===== src/sv/lpsh_pkg.sv =====
`timescale 1ns / 1ps
package lpsh_pkg;

  localparam int RADIAL_BINS = 5;
  localparam int ANGLE_BINS  = 12;
  localparam int NUM_BINS    = ANGLE_BINS * RADIAL_BINS;
  localparam int BIN_W       = 6;
  localparam int COORD_W     = 16;
  localparam int MDS_W       = 33;
  localparam int INNER_SHIFT = 6;
  localparam int COUNT_W     = 9;
  localparam int FRAC_W      = 17;
  localparam logic [MDS_W-1:0] MDS_RESET = 33'd256;

  typedef enum logic [1:0] {
    MODE_CLEAR = 2'd0,
    MODE_ADD   = 2'd1,
    MODE_QUERY = 2'd2
  } mode_t;

  typedef enum logic [2:0] {
    ST_IDLE,
    ST_CLEAR,
    ST_WALK,
    ST_DRAIN,
    ST_BIN_RD,
    ST_DIV_LOAD,
    ST_DIV,
    ST_EMIT
  } lpsh_state_t;

  typedef struct packed {
    logic [1:0]                 mode;
    logic signed [COORD_W-1:0]  x_coord;
    logic signed [COORD_W-1:0]  y_coord;
  } in_item_t;

  typedef struct packed {
    logic [BIN_W-1:0]   bin_index;
    logic [COUNT_W-1:0] bin_count;
    logic [FRAC_W-1:0]  bin_fraction;
    logic               last_bin;
  } out_item_t;

  typedef struct packed {
    logic             valid;
    logic [BIN_W-1:0] idx;
  } bin_upd_t;

endpackage


===== src/sv/lpsh_divider.sv =====
`timescale 1ns / 1ps
module lpsh_divider import lpsh_pkg::*; #(
  parameter int CW = 9
) (
  input  logic              clk,
  input  logic              rst_n,
  input  logic              start,
  input  logic [CW-1:0]     num,
  input  logic [CW-1:0]     den,
  output logic              done,
  output logic [FRAC_W-1:0] quot
);

  localparam int STEP_W = $clog2(FRAC_W);

  logic              busy_r, done_r;
  logic [STEP_W-1:0] step_r;
  logic [CW:0]       rem_r;
  logic [CW-1:0]     den_r;
  logic [FRAC_W-1:0] quot_r;

  logic          ge;
  logic [CW:0]   rsub;

  always_comb begin
    ge   = rem_r >= {1'b0, den_r};
    rsub = ge ? (rem_r - {1'b0, den_r}) : rem_r;
  end

  always_ff @(posedge clk) begin
    if (!rst_n) begin
      busy_r <= 1'b0;
      done_r <= 1'b0;
    end else begin
      done_r <= 1'b0;
      if (start) begin
        busy_r <= 1'b1;
      end else if (busy_r && step_r == STEP_W'(FRAC_W - 1)) begin
        busy_r <= 1'b0;
        done_r <= 1'b1;
      end
    end
    if (start) begin
      rem_r  <= {1'b0, num};
      den_r  <= den;
      step_r <= '0;
    end else if (busy_r) begin
      rem_r  <= {rsub[CW-1:0], 1'b0};
      quot_r <= {quot_r[FRAC_W-2:0], ge};
      step_r <= step_r + STEP_W'(1);
    end
  end

  assign done = done_r;
  assign quot = quot_r;

endmodule


===== config.mk =====
export PLATFORM = sky130hd
export DESIGN_NAME = lpsh_divider
export DESIGN_NICKNAME = d
export VERILOG_FILES = /design/src/sv/lpsh_pkg.sv /design/src/sv/lpsh_divider.sv
export SDC_FILE = /design/constraint.sdc
export NUM_CORES = 1
export LEC_CHECK = 0
export ABC_AREA = 1
export BUFFER_PORTS_ARGS = -buffer_cell sky130_fd_sc_hd__buf_2
export CORE_ASPECT_RATIO = 0.6
export CORE_MARGIN = 2
export CORE_UTILIZATION = 59
export CTS_CLUSTER_DIAMETER = 60
export CTS_CLUSTER_SIZE = 14
export DETAILED_ROUTE_END_ITERATION = 7
export GPL_TIMING_DRIVEN = 0
export HOLD_SLACK_MARGIN = 0.08
export PLACE_DENSITY = 0.83
export SLEW_MARGIN = 20
export SYNTH_ARGS = -nofsm -noshare
export SYNTH_HDL_FRONTEND = slang
export SYNTH_SLANG_ARGS = --single-unit

===== constraint.sdc =====
create_clock -name clk -period 3.17 [get_ports clk]
set_input_delay 0.317 -clock clk [delete_from_list [all_inputs] [get_ports clk]]
set_output_delay 0.317 -clock clk [all_outputs]
set_load 0.03 [all_outputs]

==> flow_summary.json <==
{
  "dp_hpwl_um": 3139,
  "finalSetupViolCount": 0,
  "synth_edf_count": 35,
  "required_ns": 3.23,
  "synth_nets": 255,
  "path_buf_inv": 3,
  "max_freq_ghz": 0.4589,
  "busiest_layer": "met2",
  "avgRoutedWirePerCell_um": 13.55,
  "crit_slowest_cell": "fa_1",
  "synth_cells": 222,
  "synth_top_area_cell": "edfxtp_1",
  "cts_sinks": 43,
  "min_path_type": "in -> reg",
  "synthesis.area_um2": 2123,
  "fin_skew_ns": 0.005839,
  "post-route-min-period_ns": 2.179,
  "crit_fanout": 10,
  "drc_errors": 0,
  "drv_cap": 0,
  "drt-total-wl_um": 4255,
  "cts_made_buffers": 5,
  "cts_resized": 0,
  "slowest_delay_ns": 0.43,
  "worst_slew_pin_slew_ns": 0.5349,
  "grt_max_degree": 15,
  "swShare_pct": 32.46,
  "clkSlewWorstSetupHoldPaths_ns": 0.08,
  "yosys-top-cells-area": "edfxtp_1 49%, nand2_1 11%, dfxtp_1 7.5%",
  "ys_warn_count": 0,
  "irDropWorstVdd_mv": 0.3660,
  "use_met3_pct": 7.014,
  "grt_pass1_vias": 1447,
  "rsz0062_at_grt": "false",
  "final_cells": 314,
  "start_util_pct": 63.51,
  "dieWidth_um": 81.45,
  "drt_iter0_drc": 83,
  "root_buffer": "clkbuf_8",
  "die_h_um": 50.47,
  "p_switching_mw": 0.4824,
  "ios": 39,
  "synth_top_area_share_pct": 49.50,
  "final_cell_mix": "63 x nand2_1, 39 x inv_1, 38 x buf_2",
  "p_per_area_nw_per_um2": 599.6,
  "path_cells": "inv_1 > ha_1 > inv_1 > fa_1 > nand3_1 > nand3_2 > nand2_2 > nand2_2 > nand2_4 > buf_6 > nand3_1 > nand3_1 > nand2_1",
  "ant_nets": 0,
  "drt-vias-per-instance": 5.150,
  "r2r_cells": 13,
  "clkPwrFrac_pct": 24.1,
  "p_int_mw": 1.004,
  "io_buffers": 38,
  "cp.depth": 13,
  "fin_crit_sh_pct": 68.74,
  "cts_setup_buffers": 0,
  "postCtsHoldBufs": 0,
  "ys_seq_elements": 43,
  "tns_ns": 0,
  "worst_path_most_repeated_cell": "nand3_1",
  "crit_type": "reg -> reg",
  "synth_area_per_cell_um2": 9.564,
  "placementRows": 16,
  "p_leak_nw": 1.202,
  "ys_seq_area_share_pct": 57.04,
  "overflow": 0,
  "seqPwrFrac_pct": 46.7,
  "final_nets": 301,
  "htree_levels": 2,
  "die_area_um2": 4111,
  "globalplace.congestion": 0.8542,
  "comb_power_share_pct": 29.2,
  "ys_dominant_reg_cell": "edfxtp_1",
  "drive_gt1_share_pct": 21.56,
  "status": "completed",
  "finalCoreUtilization_pct": 74.14,
  "relSlewSlack_pct": 64.34,
  "async_flop_share_pct": 0,
  "power_mw": 1.486,
  "grtUsageMet2_pct": 33.74,
  "antenna_found_initial": 0,
  "area_growth_pct": 16.74,
  "critPathTopFamily": "simple AND/OR/NAND/NOR gates",
  "vias": 1617,
  "use_met1_pct": 33.05,
  "core_area_um2": 3343,
  "clock_latency_ns": 0.30,
  "cts_buffer_depth": 2,
  "dr.pass1.iters": 5,
  "hold_depth": 1,
  "setup.worst_path.start_class": "flip-flop",
  "hold_violations": 0,
  "final_common_cell": "nand2_1",
  "place_inst": 306,
  "tritoncts": "done",
  "synthDistinctLibCells": 28,
  "arrival_ns": 2.24,
  "antennaDiodeCount": 0,
  "endpoint_kind": "flip-flop",
  "grt_pass1_wl_um": 6768,
  "finalMaxSlewViolations": 0,
  "grtUsageTotal_pct": 23.10
}
==> cell usage after synthesis, types with 3 or more instances <==
| cell | count |
|---|---|
| nand2_1 | 63 |
| inv_1 | 39 |
| edfxtp_1 | 35 |
| nand3_1 | 21 |
| nor2_1 | 12 |
| ha_1 | 11 |
| dfxtp_1 | 8 |
| a21oi_1 | 4 |
| nand3b_1 | 4 |
| o21ai_0 | 3 |
==> power by group through the flow <==
stage | Clock [mW] | Sequential (mW) | Combinational, mW
after floorplan | 0 | 0.715 | 0.310
after global placement | 0 | 0.704 | 0.408
after detailed placement | 0 | 0.706 | 0.424
after CTS | 0.359 | 0.694 | 0.429
after global routing | 0.382 | 0.700 | 0.487
final | 0.359 | 0.693 | 0.434
==> metrics by stage <==
stage | hold slack, ns | area [um^2] | setup slack, ns
final | 0.1888 | 2479 | 0.9911
after floorplan | 0.4159 | 2123 | 1.258
after detailed placement | 0.4285 | 2387 | 1.028
after global placement | 0.4226 | 2370 | 1.049
after global routing | 0.1779 | 2479 | 0.8305
after CTS | 0.1905 | 2479 | 1.014
==> worst reg2reg max path: cells and delay by family (launching register included) <==
kind / cells / cell delay (ns)
AND/OR/NAND/NOR: 8 / 0.72
flip-flops: 1 / 0.36
buffers and inverters: 3 / 0.29
adder cells (fa/ha/maj): 2 / 0.57
==> cells by family after synthesis <==
group,count (synthesis),synth area share [%]
buffers and inverters,43,8.132
AOI/OAI and AO/OA,10,2.711
xor gates and xnor gates,3,1.238
and+or+nand+nor,111,23.45
adders and majority gates,12,7.425
DFF,43,57.04
==> registers in the layout (all words and copies together), names as in the netlist <==
name / count
rem_r: 10
den_r: 9
done: 1
quot: 17
busy_r: 1
step_r: 5
==> layer usage <==
metal / up-vias / share of wire [%]
li1: 809 / -
met1: 731 / 47
met2: 68 / 42
met3: 9 / 8.9
met4: 0 / 1.2
met5: - / 0
==> area by class of cell <==
cell class	count	area (um^2)
Clock inverter	1	5.005
Buffer	3	22.52
Clock buffer	7	86.33
Fill cell	242	864.6
Timing Repair Buffer	39	205.2
Multi-Input combinational cell	136	742.0
Tap cell	45	56.30
Sequential cell	43	1211
Inverter	40	150.1
==> path summary, 6_finish.rpt <==
check	slack, ns	start	endpoint
min	0.19	den[2]	den_r[2]
max reg2reg	0.99	rem_r[0]	rem_r[2]
min reg2reg	0.45	quot[8]	quot[9]
max	0.99	rem_r[0]	rem_r[2]
No activity file was read; power rests on OpenSTA's default activity.
