`src/sv/lpsh_pkg.sv`:
```
`timescale 1ns / 1ps
package lpsh_pkg;

  localparam int RADIAL_BINS = 5;
  localparam int ANGLE_BINS  = 12;
  localparam int NUM_BINS    = ANGLE_BINS * RADIAL_BINS;
  localparam int BIN_W       = 6;
  localparam int COORD_W     = 16;
  localparam int MDS_W       = 33;
  localparam int INNER_SHIFT = 6;
  localparam int COUNT_W     = 9;
  localparam int FRAC_W      = 17;
  localparam logic [MDS_W-1:0] MDS_RESET = 33'd256;

  typedef enum logic [1:0] {
    MODE_CLEAR = 2'd0,
    MODE_ADD   = 2'd1,
    MODE_QUERY = 2'd2
  } mode_t;

  typedef enum logic [2:0] {
    ST_IDLE,
    ST_CLEAR,
    ST_WALK,
    ST_DRAIN,
    ST_BIN_RD,
    ST_DIV_LOAD,
    ST_DIV,
    ST_EMIT
  } lpsh_state_t;

  typedef struct packed {
    logic [1:0]                 mode;
    logic signed [COORD_W-1:0]  x_coord;
    logic signed [COORD_W-1:0]  y_coord;
  } in_item_t;

  typedef struct packed {
    logic [BIN_W-1:0]   bin_index;
    logic [COUNT_W-1:0] bin_count;
    logic [FRAC_W-1:0]  bin_fraction;
    logic               last_bin;
  } out_item_t;

  typedef struct packed {
    logic             valid;
    logic [BIN_W-1:0] idx;
  } bin_upd_t;

endpackage

```
`src/sv/lpsh_binner.sv`:
```
`timescale 1ns / 1ps
module lpsh_binner import lpsh_pkg::*; (
  input  logic                      clk,
  input  logic                      rst_n,
  input  logic                      in_valid,
  input  logic signed [COORD_W-1:0] qx,
  input  logic signed [COORD_W-1:0] qy,
  input  logic signed [COORD_W-1:0] rx,
  input  logic signed [COORD_W-1:0] ry,
  input  logic [MDS_W-1:0]          mean_dist_sq,
  output bin_upd_t                  upd,
  output logic                      busy
);

  localparam int DIFF_W = COORD_W + 1;
  localparam int SQ_W   = 2 * COORD_W;
  localparam int D2_W   = SQ_W + 1;
  localparam int LHS_W  = D2_W + INNER_SHIFT;
  localparam int RHS_W  = MDS_W + 2 * (RADIAL_BINS - 1);

  logic                     v1_r, v2_r;
  logic signed [DIFF_W-1:0] dx_r, dy_r;
  logic [SQ_W-1:0]          sqx_r, sqy_r;
  logic [1:0]               quad_r;
  logic                     zero_r;
  bin_upd_t                 upd_r;

  logic [DIFF_W-1:0]  ax17, ay17;
  logic [COORD_W-1:0] ax, ay;
  logic               dx_pos, dy_pos, dx_neg, dy_neg;
  logic [1:0]         quad_nxt;
  logic [SQ_W-1:0]    uu, vv;
  logic [SQ_W+1:0]    uu3, vv3;
  logic [D2_W-1:0]    d2;
  logic [RHS_W-1:0]   lhs;
  logic [RADIAL_BINS-1:0] under;
  logic [2:0]         n;
  logic [3:0]         sec;
  logic [6:0]         idx7;

  always_comb begin
    ax17 = dx_r[DIFF_W-1] ? DIFF_W'(-dx_r) : DIFF_W'(dx_r);
    ay17 = dy_r[DIFF_W-1] ? DIFF_W'(-dy_r) : DIFF_W'(dy_r);
    ax = ax17[COORD_W-1:0];
    ay = ay17[COORD_W-1:0];
    dx_neg = dx_r[DIFF_W-1];
    dy_neg = dy_r[DIFF_W-1];
    dx_pos = !dx_neg && (dx_r != '0);
    dy_pos = !dy_neg && (dy_r != '0);
    if (dx_pos && !dy_neg) begin
      quad_nxt = 2'd0;
    end else if (!dx_pos && dy_pos) begin
      quad_nxt = 2'd1;
    end else if (dx_neg && !dy_pos) begin
      quad_nxt = 2'd2;
    end else begin
      quad_nxt = 2'd3;
    end
  end

  always_comb begin
    uu  = quad_r[0] ? sqy_r : sqx_r;
    vv  = quad_r[0] ? sqx_r : sqy_r;
    uu3 = {1'b0, uu, 1'b0} + {2'b00, uu};
    vv3 = {1'b0, vv, 1'b0} + {2'b00, vv};
    d2  = {1'b0, sqx_r} + {1'b0, sqy_r};
    lhs = RHS_W'({d2, {INNER_SHIFT{1'b0}}});
    for (int i = 0; i < RADIAL_BINS; i++) begin
      under[i] = lhs < (RHS_W'(mean_dist_sq) << (2 * i));
    end
    n = 3'($countones(under));
    sec = 4'({2'b00, quad_r} * 4'd3) + 4'(vv3 >= {2'b00, uu}) + 4'(uu3 <= {2'b00, vv});
    if (zero_r) begin
      sec = 4'd0;
    end
    if (sec > 4'(ANGLE_BINS - 1)) begin
      sec = 4'(ANGLE_BINS - 1);
    end
    idx7 = 7'(sec) * 7'(RADIAL_BINS) + 7'(n) - 7'd1;
  end

  always_ff @(posedge clk) begin
    if (!rst_n) begin
      v1_r        <= 1'b0;
      v2_r        <= 1'b0;
      upd_r.valid <= 1'b0;
    end else begin
      v1_r      <= in_valid;
      v2_r      <= v1_r;
      upd_r.valid <= v2_r && (n != 3'd0) && (idx7 < 7'(NUM_BINS));
    end
    dx_r   <= {qx[COORD_W-1], qx} - {rx[COORD_W-1], rx};
    dy_r   <= {qy[COORD_W-1], qy} - {ry[COORD_W-1], ry};
    sqx_r  <= ax * ax;
    sqy_r  <= ay * ay;
    quad_r <= quad_nxt;
    zero_r <= (dy_r == '0) && !dx_neg;
    upd_r.idx <= idx7[BIN_W-1:0];
  end

  assign upd  = upd_r;
  assign busy = v1_r || v2_r || upd_r.valid;

endmodule

```
`config.mk`:
```
export PLATFORM = sky130hd
export DESIGN_NAME = lpsh_binner
export DESIGN_NICKNAME = d
export VERILOG_FILES = /design/src/sv/lpsh_pkg.sv /design/src/sv/lpsh_binner.sv
export SDC_FILE = /design/constraint.sdc
export NUM_CORES = 2
export LEC_CHECK = 0
export BUFFER_PORTS_ARGS = -buffer_cell sky130_fd_sc_hd__buf_4
export CORE_MARGIN = 5
export CORE_UTILIZATION = 50
export CTS_CLUSTER_SIZE = 10
export DETAILED_ROUTE_END_ITERATION = 8
export PLACE_DENSITY = 0.69
export RECOVER_POWER = 100
export SLEW_MARGIN = 20
export SYNTH_ARGS = -nofsm -noshare
export SYNTH_HDL_FRONTEND = slang
export SYNTH_SLANG_ARGS = --single-unit
export TNS_END_PERCENT = 30
```
`constraint.sdc`:
```
create_clock -name clk -period 14.8 [get_ports clk]
set_input_delay 2.22 -clock clk [delete_from_list [all_inputs] [get_ports clk]]
set_output_delay 2.22 -clock clk [all_outputs]
set_load 0.01 [all_outputs]
```
==> key figures <==
Outcome
  – Status: complete, but fails checks
  – Failing checks: capacitance limit, slew limit

STA
  – RSZ-0062 raised after global routing: no
  – Slew headroom: -0.103
  – Final setup vio count: 0
  – Max frequency: just over 100 MHz
  – Final setup margin: slightly above 5 ns
  – TNS Setup: 0 ns
  – Worst Hold Slack: 0.470 ns
  – Worst-margin pin slew: roughly 1.7 ns
  – Final Max Slew Viols: 31
  – Worst clock skew: between 0.015 and 0.02 ns
  – Fin. Hold Viols: 0
  – Final period util: 0.654
  – Post-layout min period: just under 10 ns

Synth
  – Top post-synthesis cells by area: ha_1 24%, fa_1 24%, dfxtp_1 7.7%, inv_1 7.6%, xnor2_1 4.7%
  – Register area share after synthesis: 0.0774
  – Largest area contributor in the netlist: ha_1
  – Syn. warnings: 0
  – Cell count after synthesis: 3245
  – Avg Cell Area, Syn: 8.61 um^2
  – FFs w/ async S/R, synth: 0
  – Synth Register Bits: 108
  – Synth unique cells: 75
  – Post-Syn Area: 27900 um^2
  – Top-count cell post-synth: inv_1
  – Top post-synthesis cells by count: 568 x inv_1, 547 x ha_1, 337 x fa_1, 272 x nor2_1, 196 x a21oi_1
  – Post-synth EDFFs: 0
  – Synth Flop Type: dfxtp_1
  – Yosys top cell area share: 0.245

Worst setup path
  – Slowest CP cell: dfxtp_1
  – WP data arrival: about 10 ns
  – CP max stage delay: between 1 and 1.5 ns
  – CP Capture Type: flop
  – Most frequent CP cell: ha_1
  – Startpoint Class: flop
  – Setup Crit Path Kind: reg2reg
  – Critical path fanouts, max: 30
  – Critical path data required time: between 15 and 20 ns

Clocking
  – Clk Latency, worst-skew pair: about 0.40 ns
  – PostCTS Resize Cnt: 0
  – Htree depth: 3
  – Max clock buf depth: 2
  – Worst-path clk slew: 0.08 ns
  – Root Buffer: clkbuf_16
  – CTS Buf Count: 9
  – Post-CTS Setup Bufs: 0
  – Clock sinks: 108
  – CTS tree: yes
  – Post-CTS Hold Buffers: 0

Global route
  – Grt total ovfl: 0
  – Total global-route track usage: 0.218
  – GRT met1 Usage: 0.304
  – Grt met2 use: 0.368
  – Largest net degree at the start of global routing: 39
  – Initial antenna violation count: 3
  – First-pass GRT wire length: ~110000 um
  – GRT busiest layer: met2
  – Vias in the first global route: about 22000
  – Grt met3 use: 0.0235

Die
  – Die W: ~250 um
  – Initial core utilization: 0.506
  – Core area: approximately 55000 um^2
  – Height of the die: around 250 um
  – Site Rows: 86
  – Num ports: around 110
  – Die Area: roughly 61000 um^2

Placement
  – Pre-CTS WS: around 6 ns
  – Placed cell areas: around 30000 um^2
  – Dpl hpwl: ~57000 um
  – GPL Wtd Cong: slightly above 0.9
  – IO Port Bufs: 107

Routing
  – Residual DRC: 0
  – Total Wirelength: 65100 um
  – 1st-pass router iterations: 6
  – DRT antenna net count: 0
  – WL/cell: 15.9 um
  – Vias: ~22000
  – Vias per cell: around 5.4
  – Starting DRT DRC Count: approximately 1000

Finish
  – Share of layout cells above drive strength 1: 0.0482
  – Post-layout nets: 4319
  – N_diodes: 0
  – Synth-to-Final Area Change: 7.14%
  – Post-Layout Inst Area: approximately 30000 um^2

Run
  – Max-cap violations: 1

Worst hold path
  – Worst min path class: reg2reg
-- sequential cells by signal, indices dropped and copies added (netlist names) --
| signal | count |
|---|---|
| sqx_r | 31 |
| sqy_r | 31 |
| dx_r | 17 |
| dy_r | 17 |
| upd | 7 |
| quad_r | 2 |
| v1_r | 1 |
| v2_r | 1 |
| zero_r | 1 |
-- cell type report --
type	count	area [um^2]
clock buffer	11	253
clock inverter	5	88.8
fill	5191	25300
inverter	580	2180
multi-input combinational	2512	23400
sequential	108	2160
tap	748	936
timing repair buffer	124	882
-- critical path, delay by kind of cell (launching register included) --
kind	cells	cell delay, ns
compound gates	14	2.55
flops	1	1.43
fa+ha+maj	8	2.85
xor+xnor	3	0.43
buf+inv	2	0.17
mux	1	0.41
simple gates	9	1.68
-- cells in the final DEF (no fill, tap or decap), types with 9 or more instances in the layout --
cell / instances
fa_1: 337
nor3_1: 42
o211ai_1: 18
mux2i_1: 60
o21bai_1: 26
a21o_1: 104
xor2_1: 49
clkbuf_16: 9
inv_1: 571
a21oi_1: 196
nand3_1: 36
nand2_1: 173
o21a_1: 39
a31oi_1: 16
ha_1: 547
or2_2: 17
or3_1: 20
clkbuf_1: 13
dfxtp_1: 108
and3_1: 17
nand4_1: 42
a211oi_1: 25
o21ai_0: 121
nor2b_1: 37
buf_4: 109
xnor2_1: 149
nor2_1: 272
nand2b_1: 43
-- worst paths after layout --
check | start | end | slack, ns | cells past startpoint
setup / recovery | quad_r[0]$_SDFF_PP0_ | upd[6]$_SDFF_PN0_ | 5.12 | 37
hold / removal | v1_r$_SDFF_PN0_ | v2_r$_SDFF_PN0_ | 0.47 | 1
setup reg to reg | quad_r[0]$_SDFF_PP0_ | upd[6]$_SDFF_PN0_ | 5.12 | 37
hold reg to reg | v1_r$_SDFF_PN0_ | v2_r$_SDFF_PN0_ | 0.47 | 1
-- logic make-up (layout without fill, tap and decap cells) --
group,count (synthesis),after routing,synth area share
xor gates and xnor gates,201,201,0.0633
and+or+nand+nor,736,736,0.123
buffers and inverters,626,720,0.0842
other,1,2,0.000134
AOI/OAI and AO/OA,629,629,0.144
DFF,108,108,0.0774
muxes,60,60,0.0215
adders and majority gates,884,884,0.486
-- routing by layer --
metal  part of all wire  up-vias
met5                  0        -
met4              0.022        0
met3              0.050       75
met2               0.46      483
met1               0.47    10300
li1                   -    11000
-- stage by stage --
stage	cells	utilization
floorplan	3246	-
global placement	4072	0.537
detailed placement	4072	0.537
CTS	4088	0.543
global route	4088	0.542
finish	4088	0.542
Power is left out: the tool's default activity adds up to more than one toggle a clock period on the data nets, which glitch-free logic cannot reach.
